===== config.mk =====
export PLATFORM = sky130hd
export DESIGN_NAME = three_term_recurrence_checksum
export DESIGN_NICKNAME = d
export VERILOG_FILES = /design/src/hdl/ttrc_pkg.sv /design/src/hdl/ttrc_front.sv /design/src/hdl/ttrc_queue.sv /design/src/hdl/ttrc_back.sv /design/src/hdl/three_term_recurrence_checksum.sv
export SDC_FILE = /design/constraint.sdc
export NUM_CORES = 1
export LEC_CHECK = 0
export ABC_CLOCK_PERIOD_IN_PS = 14900
export CAP_MARGIN = 20
export CORE_UTILIZATION = 30
export DETAILED_ROUTE_END_ITERATION = 16
export DONT_BUFFER_PORTS = 1
export GPL_TIMING_DRIVEN = 0
export REMOVE_ABC_BUFFERS = 1
export SLEW_MARGIN = 15
export SYNTH_ARGS = -nofsm -noshare
export SYNTH_HDL_FRONTEND = slang
export SYNTH_HIERARCHICAL = 1
export SYNTH_SLANG_ARGS = --single-unit

===== constraint.sdc =====
create_clock -name clk -period 14.9 [get_ports clk]
set_clock_uncertainty 0.2 [all_clocks]
set_input_delay 0.745 -clock clk [delete_from_list [all_inputs] [get_ports clk]]
set_output_delay 0.745 -clock clk [all_outputs]
set_load 0.005 [all_outputs]

===== src/hdl/ttrc_pkg.sv =====
`timescale 1ns / 1ps

package ttrc_pkg;

    localparam int unsigned DATA_W       = 8;
    localparam int unsigned TERM_W       = 16;
    localparam int unsigned ALPHA_STEP   = 17;
    localparam int unsigned BETA_STEP    = 31;
    localparam int unsigned FIRST_OFFSET = 7;
    localparam int unsigned CK_MOD       = 65535;
    // multiple of the modulus that lifts any difference above zero
    localparam int unsigned CK_BIAS      = CK_MOD * 257;

    localparam int unsigned QUEUE_DEPTH  = 4;
    localparam int unsigned QUEUE_AW     = $clog2(QUEUE_DEPTH);
    localparam int unsigned QUEUE_CW     = $clog2(QUEUE_DEPTH + 1);

    // one classified word handed from the front to the back
    typedef struct packed {
        logic              first;
        logic              last;
        logic [DATA_W-1:0] data_byte;
        logic [7:0]        alpha;
        logic [7:0]        beta;
    } ttrc_cmd_t;

    // low byte of index times a small constant
    function automatic logic [7:0] step_coef(input logic [7:0] idx, input int unsigned k);
        logic [15:0] p;
        p = 16'(idx) * 16'(k);
        return p[7:0];
    endfunction

endpackage


===== src/hdl/ttrc_front.sv =====
`timescale 1ns / 1ps

module ttrc_front
    import ttrc_pkg::*;
(
    input  logic              clk,
    input  logic              rst_n,
    input  logic              accept,
    input  logic [DATA_W-1:0] data_byte,
    input  logic              is_last,
    output ttrc_cmd_t         cmd
);

    logic       first_reg;
    logic       first_next;
    logic [7:0] index_reg;
    logic [7:0] index_next;

    // classify the word against the running stream position
    always_comb
    begin
        cmd.first     = first_reg;
        cmd.last      = is_last;
        cmd.data_byte = data_byte;
        cmd.alpha     = step_coef(index_reg, ALPHA_STEP);
        cmd.beta      = step_coef(index_reg, BETA_STEP);
    end

    always_comb
    begin
        first_next = first_reg;
        index_next = index_reg;
        if (accept)
        begin
            if (is_last)
            begin
                first_next = 1'b1;
                index_next = 8'd0;
            end
            else
            begin
                first_next = 1'b0;
                index_next = first_reg ? 8'd1 : index_reg + 8'd1;
            end
        end
    end

    always_ff @(posedge clk or negedge rst_n)
    begin
        if (!rst_n)
        begin
            first_reg <= 1'b1;
            index_reg <= 8'd0;
        end
        else
        begin
            first_reg <= first_next;
            index_reg <= index_next;
        end
    end

endmodule


===== src/hdl/ttrc_queue.sv =====
`timescale 1ns / 1ps

module ttrc_queue
    import ttrc_pkg::*;
(
    input  logic      clk,
    input  logic      rst_n,
    input  logic      push,
    input  ttrc_cmd_t push_cmd,
    output logic      not_full,
    input  logic      pop,
    output logic      not_empty,
    output ttrc_cmd_t pop_cmd
);

    ttrc_cmd_t           slot_reg [QUEUE_DEPTH];
    logic [QUEUE_AW-1:0] wr_ptr_reg;
    logic [QUEUE_AW-1:0] rd_ptr_reg;
    logic [QUEUE_CW-1:0] count_reg;
    logic [QUEUE_CW-1:0] count_next;

    assign not_full  = (count_reg != QUEUE_CW'(QUEUE_DEPTH));
    assign not_empty = (count_reg != '0);
    assign pop_cmd   = slot_reg[rd_ptr_reg];

    always_comb
    begin
        count_next = count_reg;
        if (push && !pop)
            count_next = count_reg + 1'b1;
        else if (pop && !push)
            count_next = count_reg - 1'b1;
    end

    always_ff @(posedge clk)
    begin
        if (push)
            slot_reg[wr_ptr_reg] <= push_cmd;
    end

    always_ff @(posedge clk or negedge rst_n)
    begin
        if (!rst_n)
        begin
            wr_ptr_reg <= '0;
            rd_ptr_reg <= '0;
            count_reg  <= '0;
        end
        else
        begin
            if (push)
                wr_ptr_reg <= wr_ptr_reg + 1'b1;
            if (pop)
                rd_ptr_reg <= rd_ptr_reg + 1'b1;
            count_reg <= count_next;
        end
    end

endmodule


===== src/hdl/ttrc_back.sv =====
`timescale 1ns / 1ps

module ttrc_back
    import ttrc_pkg::*;
(
    input  logic              clk,
    input  logic              rst_n,
    input  logic              cmd_valid,
    input  ttrc_cmd_t         cmd,
    output logic              cmd_pop,
    output logic              out_valid,
    input  logic              out_ready,
    output logic [TERM_W-1:0] out_data
);

    logic [TERM_W-1:0] older_reg;
    logic [TERM_W-1:0] older_next;
    logic [TERM_W-1:0] newer_reg;
    logic [TERM_W-1:0] newer_next;
    logic              out_valid_reg;
    logic              out_valid_next;
    logic [TERM_W-1:0] out_data_reg;

    logic [8:0]        factor;
    logic [24:0]       prod;
    logic [23:0]       sub;
    logic              neg;
    logic [25:0]       lifted;
    logic [16:0]       folded;
    logic [TERM_W-1:0] step_term;
    logic [TERM_W-1:0] new_term;

    // recurrence: both products, signed difference, fold modulo 2^16-1
    always_comb
    begin
        factor    = 9'(cmd.data_byte) + 9'(cmd.alpha);
        prod      = 25'(factor) * 25'(newer_reg);
        sub       = 24'(cmd.beta) * 24'(older_reg);
        neg       = (prod < 25'(sub));
        lifted    = 26'(prod) + 26'(CK_BIAS) + 26'(neg) - 26'(sub);
        folded    = 17'(lifted[25:16]) + 17'(lifted[15:0]);
        step_term = (folded >= 17'(CK_MOD)) ? TERM_W'(folded - 17'(CK_MOD))
                                            : folded[TERM_W-1:0];
        new_term  = cmd.first ? TERM_W'(cmd.data_byte) + TERM_W'(FIRST_OFFSET)
                              : step_term;
    end

    // hold a stream's last word in the queue while a finished checksum still waits downstream
    assign cmd_pop = cmd_valid && (!cmd.last || !out_valid_reg || out_ready);

    always_comb
    begin
        older_next     = older_reg;
        newer_next     = newer_reg;
        out_valid_next = out_valid_reg && !out_ready;
        if (cmd_pop)
        begin
            if (cmd.last)
            begin
                older_next     = TERM_W'(1);
                newer_next     = '0;
                out_valid_next = 1'b1;
            end
            else
            begin
                older_next = cmd.first ? TERM_W'(1) : newer_reg;
                newer_next = new_term;
            end
        end
    end

    always_ff @(posedge clk or negedge rst_n)
    begin
        if (!rst_n)
        begin
            older_reg     <= TERM_W'(1);
            newer_reg     <= '0;
            out_valid_reg <= 1'b0;
        end
        else
        begin
            older_reg     <= older_next;
            newer_reg     <= newer_next;
            out_valid_reg <= out_valid_next;
        end
    end

    always_ff @(posedge clk)
    begin
        if (cmd_pop && cmd.last)
            out_data_reg <= new_term;
    end

    assign out_valid = out_valid_reg;
    assign out_data  = out_data_reg;

endmodule


===== src/hdl/three_term_recurrence_checksum.sv =====
`timescale 1ns / 1ps

// Three-term recurrence checksum. Bytes arrive one word per cycle on the
// s_axis side, tlast marking the final byte of a stream. The first byte seeds
// the newer term with byte+7 (older term 1); each later byte at position i
// forms ((byte + 17i mod 256) * newer - (31i mod 256) * older) mod 65535,
// a negative difference being taken as (1 + difference) mod 65535. On the
// last byte one 16-bit checksum word leaves on m_axis and the block rearms
// for the next stream. Throughput is one byte per cycle while the queue
// has room: the back-end recurrence loop is combinational between the term
// registers (two narrow multiplies, one subtract and one end-around fold).
// A front end tracks the stream position and derives both coefficients;
// a four-word queue separates it from the back end, so input keeps flowing
// while a checksum waits on m_axis. The last byte goes via a queue slot
// to the output register. No clearing pass or warm-up is needed after reset.

module three_term_recurrence_checksum
    import ttrc_pkg::*;
(
    input  logic        clk,
    input  logic        rst_n,
    input  logic        s_axis_tvalid,
    output logic        s_axis_tready,
    input  logic [7:0]  s_axis_tdata,   // [7:0] data_byte
    input  logic        s_axis_tlast,   // is_last
    output logic        m_axis_tvalid,
    input  logic        m_axis_tready,
    output logic [15:0] m_axis_tdata    // [15:0] checksum
);

    logic      in_accept;
    ttrc_cmd_t front_cmd;
    ttrc_cmd_t back_cmd;
    logic      q_valid;
    logic      q_pop;

    assign in_accept = s_axis_tvalid && s_axis_tready;

    // classify each word: stream start flag and position coefficients
    ttrc_front u_front
    (
        .clk       (clk),
        .rst_n     (rst_n),
        .accept    (in_accept),
        .data_byte (s_axis_tdata),
        .is_last   (s_axis_tlast),
        .cmd       (front_cmd)
    );

    // decouple front and back; stall input only when all slots are taken
    ttrc_queue u_queue
    (
        .clk       (clk),
        .rst_n     (rst_n),
        .push      (in_accept),
        .push_cmd  (front_cmd),
        .not_full  (s_axis_tready),
        .pop       (q_pop),
        .not_empty (q_valid),
        .pop_cmd   (back_cmd)
    );

    // advance the recurrence and hold the checksum word in an output register
    ttrc_back u_back
    (
        .clk       (clk),
        .rst_n     (rst_n),
        .cmd_valid (q_valid),
        .cmd       (back_cmd),
        .cmd_pop   (q_pop),
        .out_valid (m_axis_tvalid),
        .out_ready (m_axis_tready),
        .out_data  (m_axis_tdata)
    );

    // a finished stream never overwrites a checksum still waiting downstream
    assert property (@(posedge clk) disable iff (!rst_n)
        (q_pop && back_cmd.last) |-> (!m_axis_tvalid || m_axis_tready))
        else $error("checksum word overwritten before it was taken");

    // the fold always yields a proper residue
    assert property (@(posedge clk) disable iff (!rst_n)
        m_axis_tvalid |-> (m_axis_tdata != 16'hFFFF))
        else $error("checksum outside residue range");

    // the back end only consumes words the queue actually holds
    assert property (@(posedge clk) disable iff (!rst_n)
        q_pop |-> q_valid)
        else $error("pop from empty queue");

endmodule


==> impl_metrics.env <==
export IMPL_hold_viol=0
export IMPL_post_drt_wl_per_cell_um=17.0
export IMPL_cts_tree="yes"
export IMPL_drive_gt1_share_pct=9.68
export IMPL_place_area_mm2=0.0199
export IMPL_largest_reg_flops=104
export IMPL_cts_root_buf="clkbuf_16"
export IMPL_setup_viol=0
export IMPL_htreeDepth=4
export IMPL_hold_ws_ns=0.190
export IMPL_hp_class="input port to register"
export IMPL_seq_area_frac_synth_pct=25.2
export IMPL_critical_path_max_stage_delay_ns=0.57
export IMPL_yosysWarnings=6
export IMPL_synth_edff_count=120
export IMPL_nets=2291
export IMPL_syn2layout_area_growth_pct=10.0
export IMPL_status="completed"
export IMPL_die_h_um=255
export IMPL_grt_max_degree=50
export IMPL_dp_cells=2687
export IMPL_antenna_found_initial=0
export IMPL_design_area_mm2=0.0211
export IMPL_syn_area_mm2=0.0191
export IMPL_cts_num_sinks=169
export IMPL_ios=31
export IMPL_worstPathRequired_ns=14.89
export IMPL_initial_core_util_pct=30.4
export IMPL_vias=13400
export IMPL_period_share_pct=97.6
export IMPL_worstSetupPathType="register to register"
export IMPL_cp_max_fo=16
export IMPL_hpwlAfterDp_mm=35.7
export IMPL_slowest_stage="mux4_2"
export IMPL_arrival_ns=14.54
export IMPL_grt_use_total_pct=15.0
export IMPL_timing_fmax_ghz=0.0687
export IMPL_endpoint_kind="register"
export IMPL_async_reset_ff_share_pct=29.0
export IMPL_initialDrtViolationCount=825
export IMPL_fillers=6463
export IMPL_ys_seq_elements=169
export IMPL_tns_ns=0
export IMPL_crit_path_start_kind="register"
export IMPL_drv_slew=0
export IMPL_drc=0
export IMPL_coreArea_mm2=0.0631
export IMPL_grt_pass1_wl_mm=76.0
export IMPL_worst_pin_slew_ns=1.04
export IMPL_die_w_um=255
export IMPL_gp_congestion=0.910
export IMPL_synthFlopType="edfxtp_1"
export IMPL_finalNonFillerCells=2747
export IMPL_overflow=0
export IMPL_clkLatencyLatePin_ns=0.45
export IMPL_path_common_cell="fa_1"
export IMPL_viasPerCell=4.88
export IMPL_antennaDiodeCount=0
export IMPL_cts_buffers=17
export IMPL_drtAntennaViolNets=0
export IMPL_max_slew_margin_pct=30.7
export IMPL_row_count=92
export IMPL_drt_wl_total_mm=46.6
export IMPL_synth_cells=1918
export IMPL_dr_pass1_iters=7
export IMPL_die_area_mm2=0.0648
export IMPL_postSynthAreaPerCell_um2=9.98
export IMPL_path_clk_slew_ns=0.07
export IMPL_clk_path_buf_depth=2
export IMPL_max_cap_violations=0
export IMPL_fin_crit_ns=14.55
export IMPL_grt_pass1_vias=14200
export IMPL_numPortBuffers=0
export IMPL_ys_types=87
## worst max-delay path: cells and delay by family (launching register included)
kind / cells / cell delay [ns]
compound gates: 29 / 5.84
fa+ha+maj: 12 / 4.39
simple gates: 7 / 1.61
mux: 2 / 0.88
buf+inv: 7 / 0.61
flops: 1 / 0.40
xor+xnor: 2 / 0.34
## per-stage QoR
stage,setup WS (ns),util [%]
floorplan,1.01,-
CTS,0.00430,32.8
finish,0.352,33.4
detailed placement,-0.926,31.6
global route,-0.186,33.4
global placement,-2.00,31.4
## synth_stat cells (4+ instances only)
library cell,n,share of area (%)
nor3_1,23,0.60
or3_1,9,0.29
nor2_1,63,1.2
or2_2,9,0.29
xor2_1,36,1.6
and2_1,140,4.6
a22o_1,6,0.27
ha_1,185,12
a21boi_0,5,0.20
xnor2_1,79,3.6
nand3_1,35,0.91
o21a_1,7,0.27
a21o_1,16,0.63
fa_1,205,21
a211oi_1,8,0.31
clkbuf_1,52,1.0
and3_1,16,0.52
o31ai_1,10,0.39
dfrtp_1,47,6.1
a21oi_1,65,1.7
nand2_1,208,4.1
nor2b_1,14,0.46
a31oi_1,13,0.42
o21ai_0,33,0.86
a31o_2,5,0.23
mux4_2,18,2.1
nand4_1,8,0.26
mux2_2,4,0.24
nand2b_1,27,0.88
inv_1,313,6.1
nor4_1,4,0.13
o21bai_1,14,0.55
buf_4,16,0.63
edfxtp_1,120,19
buf_2,9,0.24
mux4_1,8,1.1
## cells by family after synthesis
| group | after synthesis | synth area share (%) |
|---|---|---|
| flops | 169 | 25.2 |
| fa+ha+maj | 392 | 33.6 |
| mux | 33 | 3.61 |
| simple gates | 577 | 15.3 |
| buf+inv | 396 | 8.38 |
| xor+xnor | 116 | 5.35 |
| compound gates | 235 | 8.46 |
## metal layers
metal  vias to the layer above  GRT usage [%]  wire length (um)
met5                         -              0                 0
met3                        61           2.52              2260
met4                         0           3.85               922
met1                      6815           19.5             20800
li1                       6235              -                 -
met2                       297           25.6             22700
## cells in the final DEF (no fill, tap or decap), drive strengths merged, types with 5 or more instances in the layout
cell type	count
ha	185
nand2	208
or2	10
a21o	16
o31ai	11
nor3	25
xnor2	80
a211oi	10
or3	9
a31o	5
xor2	36
and2	140
dfrtp	47
a22o	6
mux4	26
o21ai	35
buf	30
a21boi	6
nor2b	14
fa	205
nand2b	27
clkbuf	18
a31oi	13
o21a	7
and3	16
nand3	36
inv	321
nand4	8
nor2	63
o21bai	14
edfxtp	120
clkinv	7
a21oi	67
## final timing paths
path,startpoint,to,slack (ns),depth (start not counted)
worst min register to register,u_queue/count_reg[2]$_DFFE_PN0P_,u_queue/count_reg[2]$_DFFE_PN0P_,0.29,1
worst max-delay path,u_queue/rd_ptr_reg[0]$_DFFE_PN0P_,u_back/out_data[6]$_DFFE_PP_,0.35,59
max in group asynchronous,rst_n,u_front/first_reg$_DFFE_PN1P_,13.55,2
worst min-delay path,s_axis_tdata[3],u_queue/slot_reg[1][19]$_DFFE_PP_,0.19,0
worst max register to register,u_queue/rd_ptr_reg[0]$_DFFE_PN0P_,u_back/out_data[6]$_DFFE_PP_,0.35,59
min in group asynchronous,rst_n,u_back/newer_reg[11]$_DFFE_PN0P_,0.67,2
## cell type report
type / count / area, um^2 / share of cell area [%]
clock inverters: 15 / 155 / 0.736
multi-input cells: 1353 / 13100 / 62.2
clock buffers: 17 / 425 / 2.02
repair buffers: 32 / 308 / 1.46
inverters: 315 / 1180 / 5.61
flip-flops and latches: 169 / 4830 / 22.9
well taps: 846 / 1060 / 5.02
## what timing repair did
action,4_1_cts,5_1_grt
pin swaps,5,21
hold endpoints to repair,49,0
gates cloned,0,1
gates resized for setup,24,47
buffers inserted,7,18
hold buffers,2,0
endpoints found under the setup margin,32,32
Power is left out: the tool's default activity adds up to more than one toggle a clock period on the data nets, which glitch-free logic cannot reach.
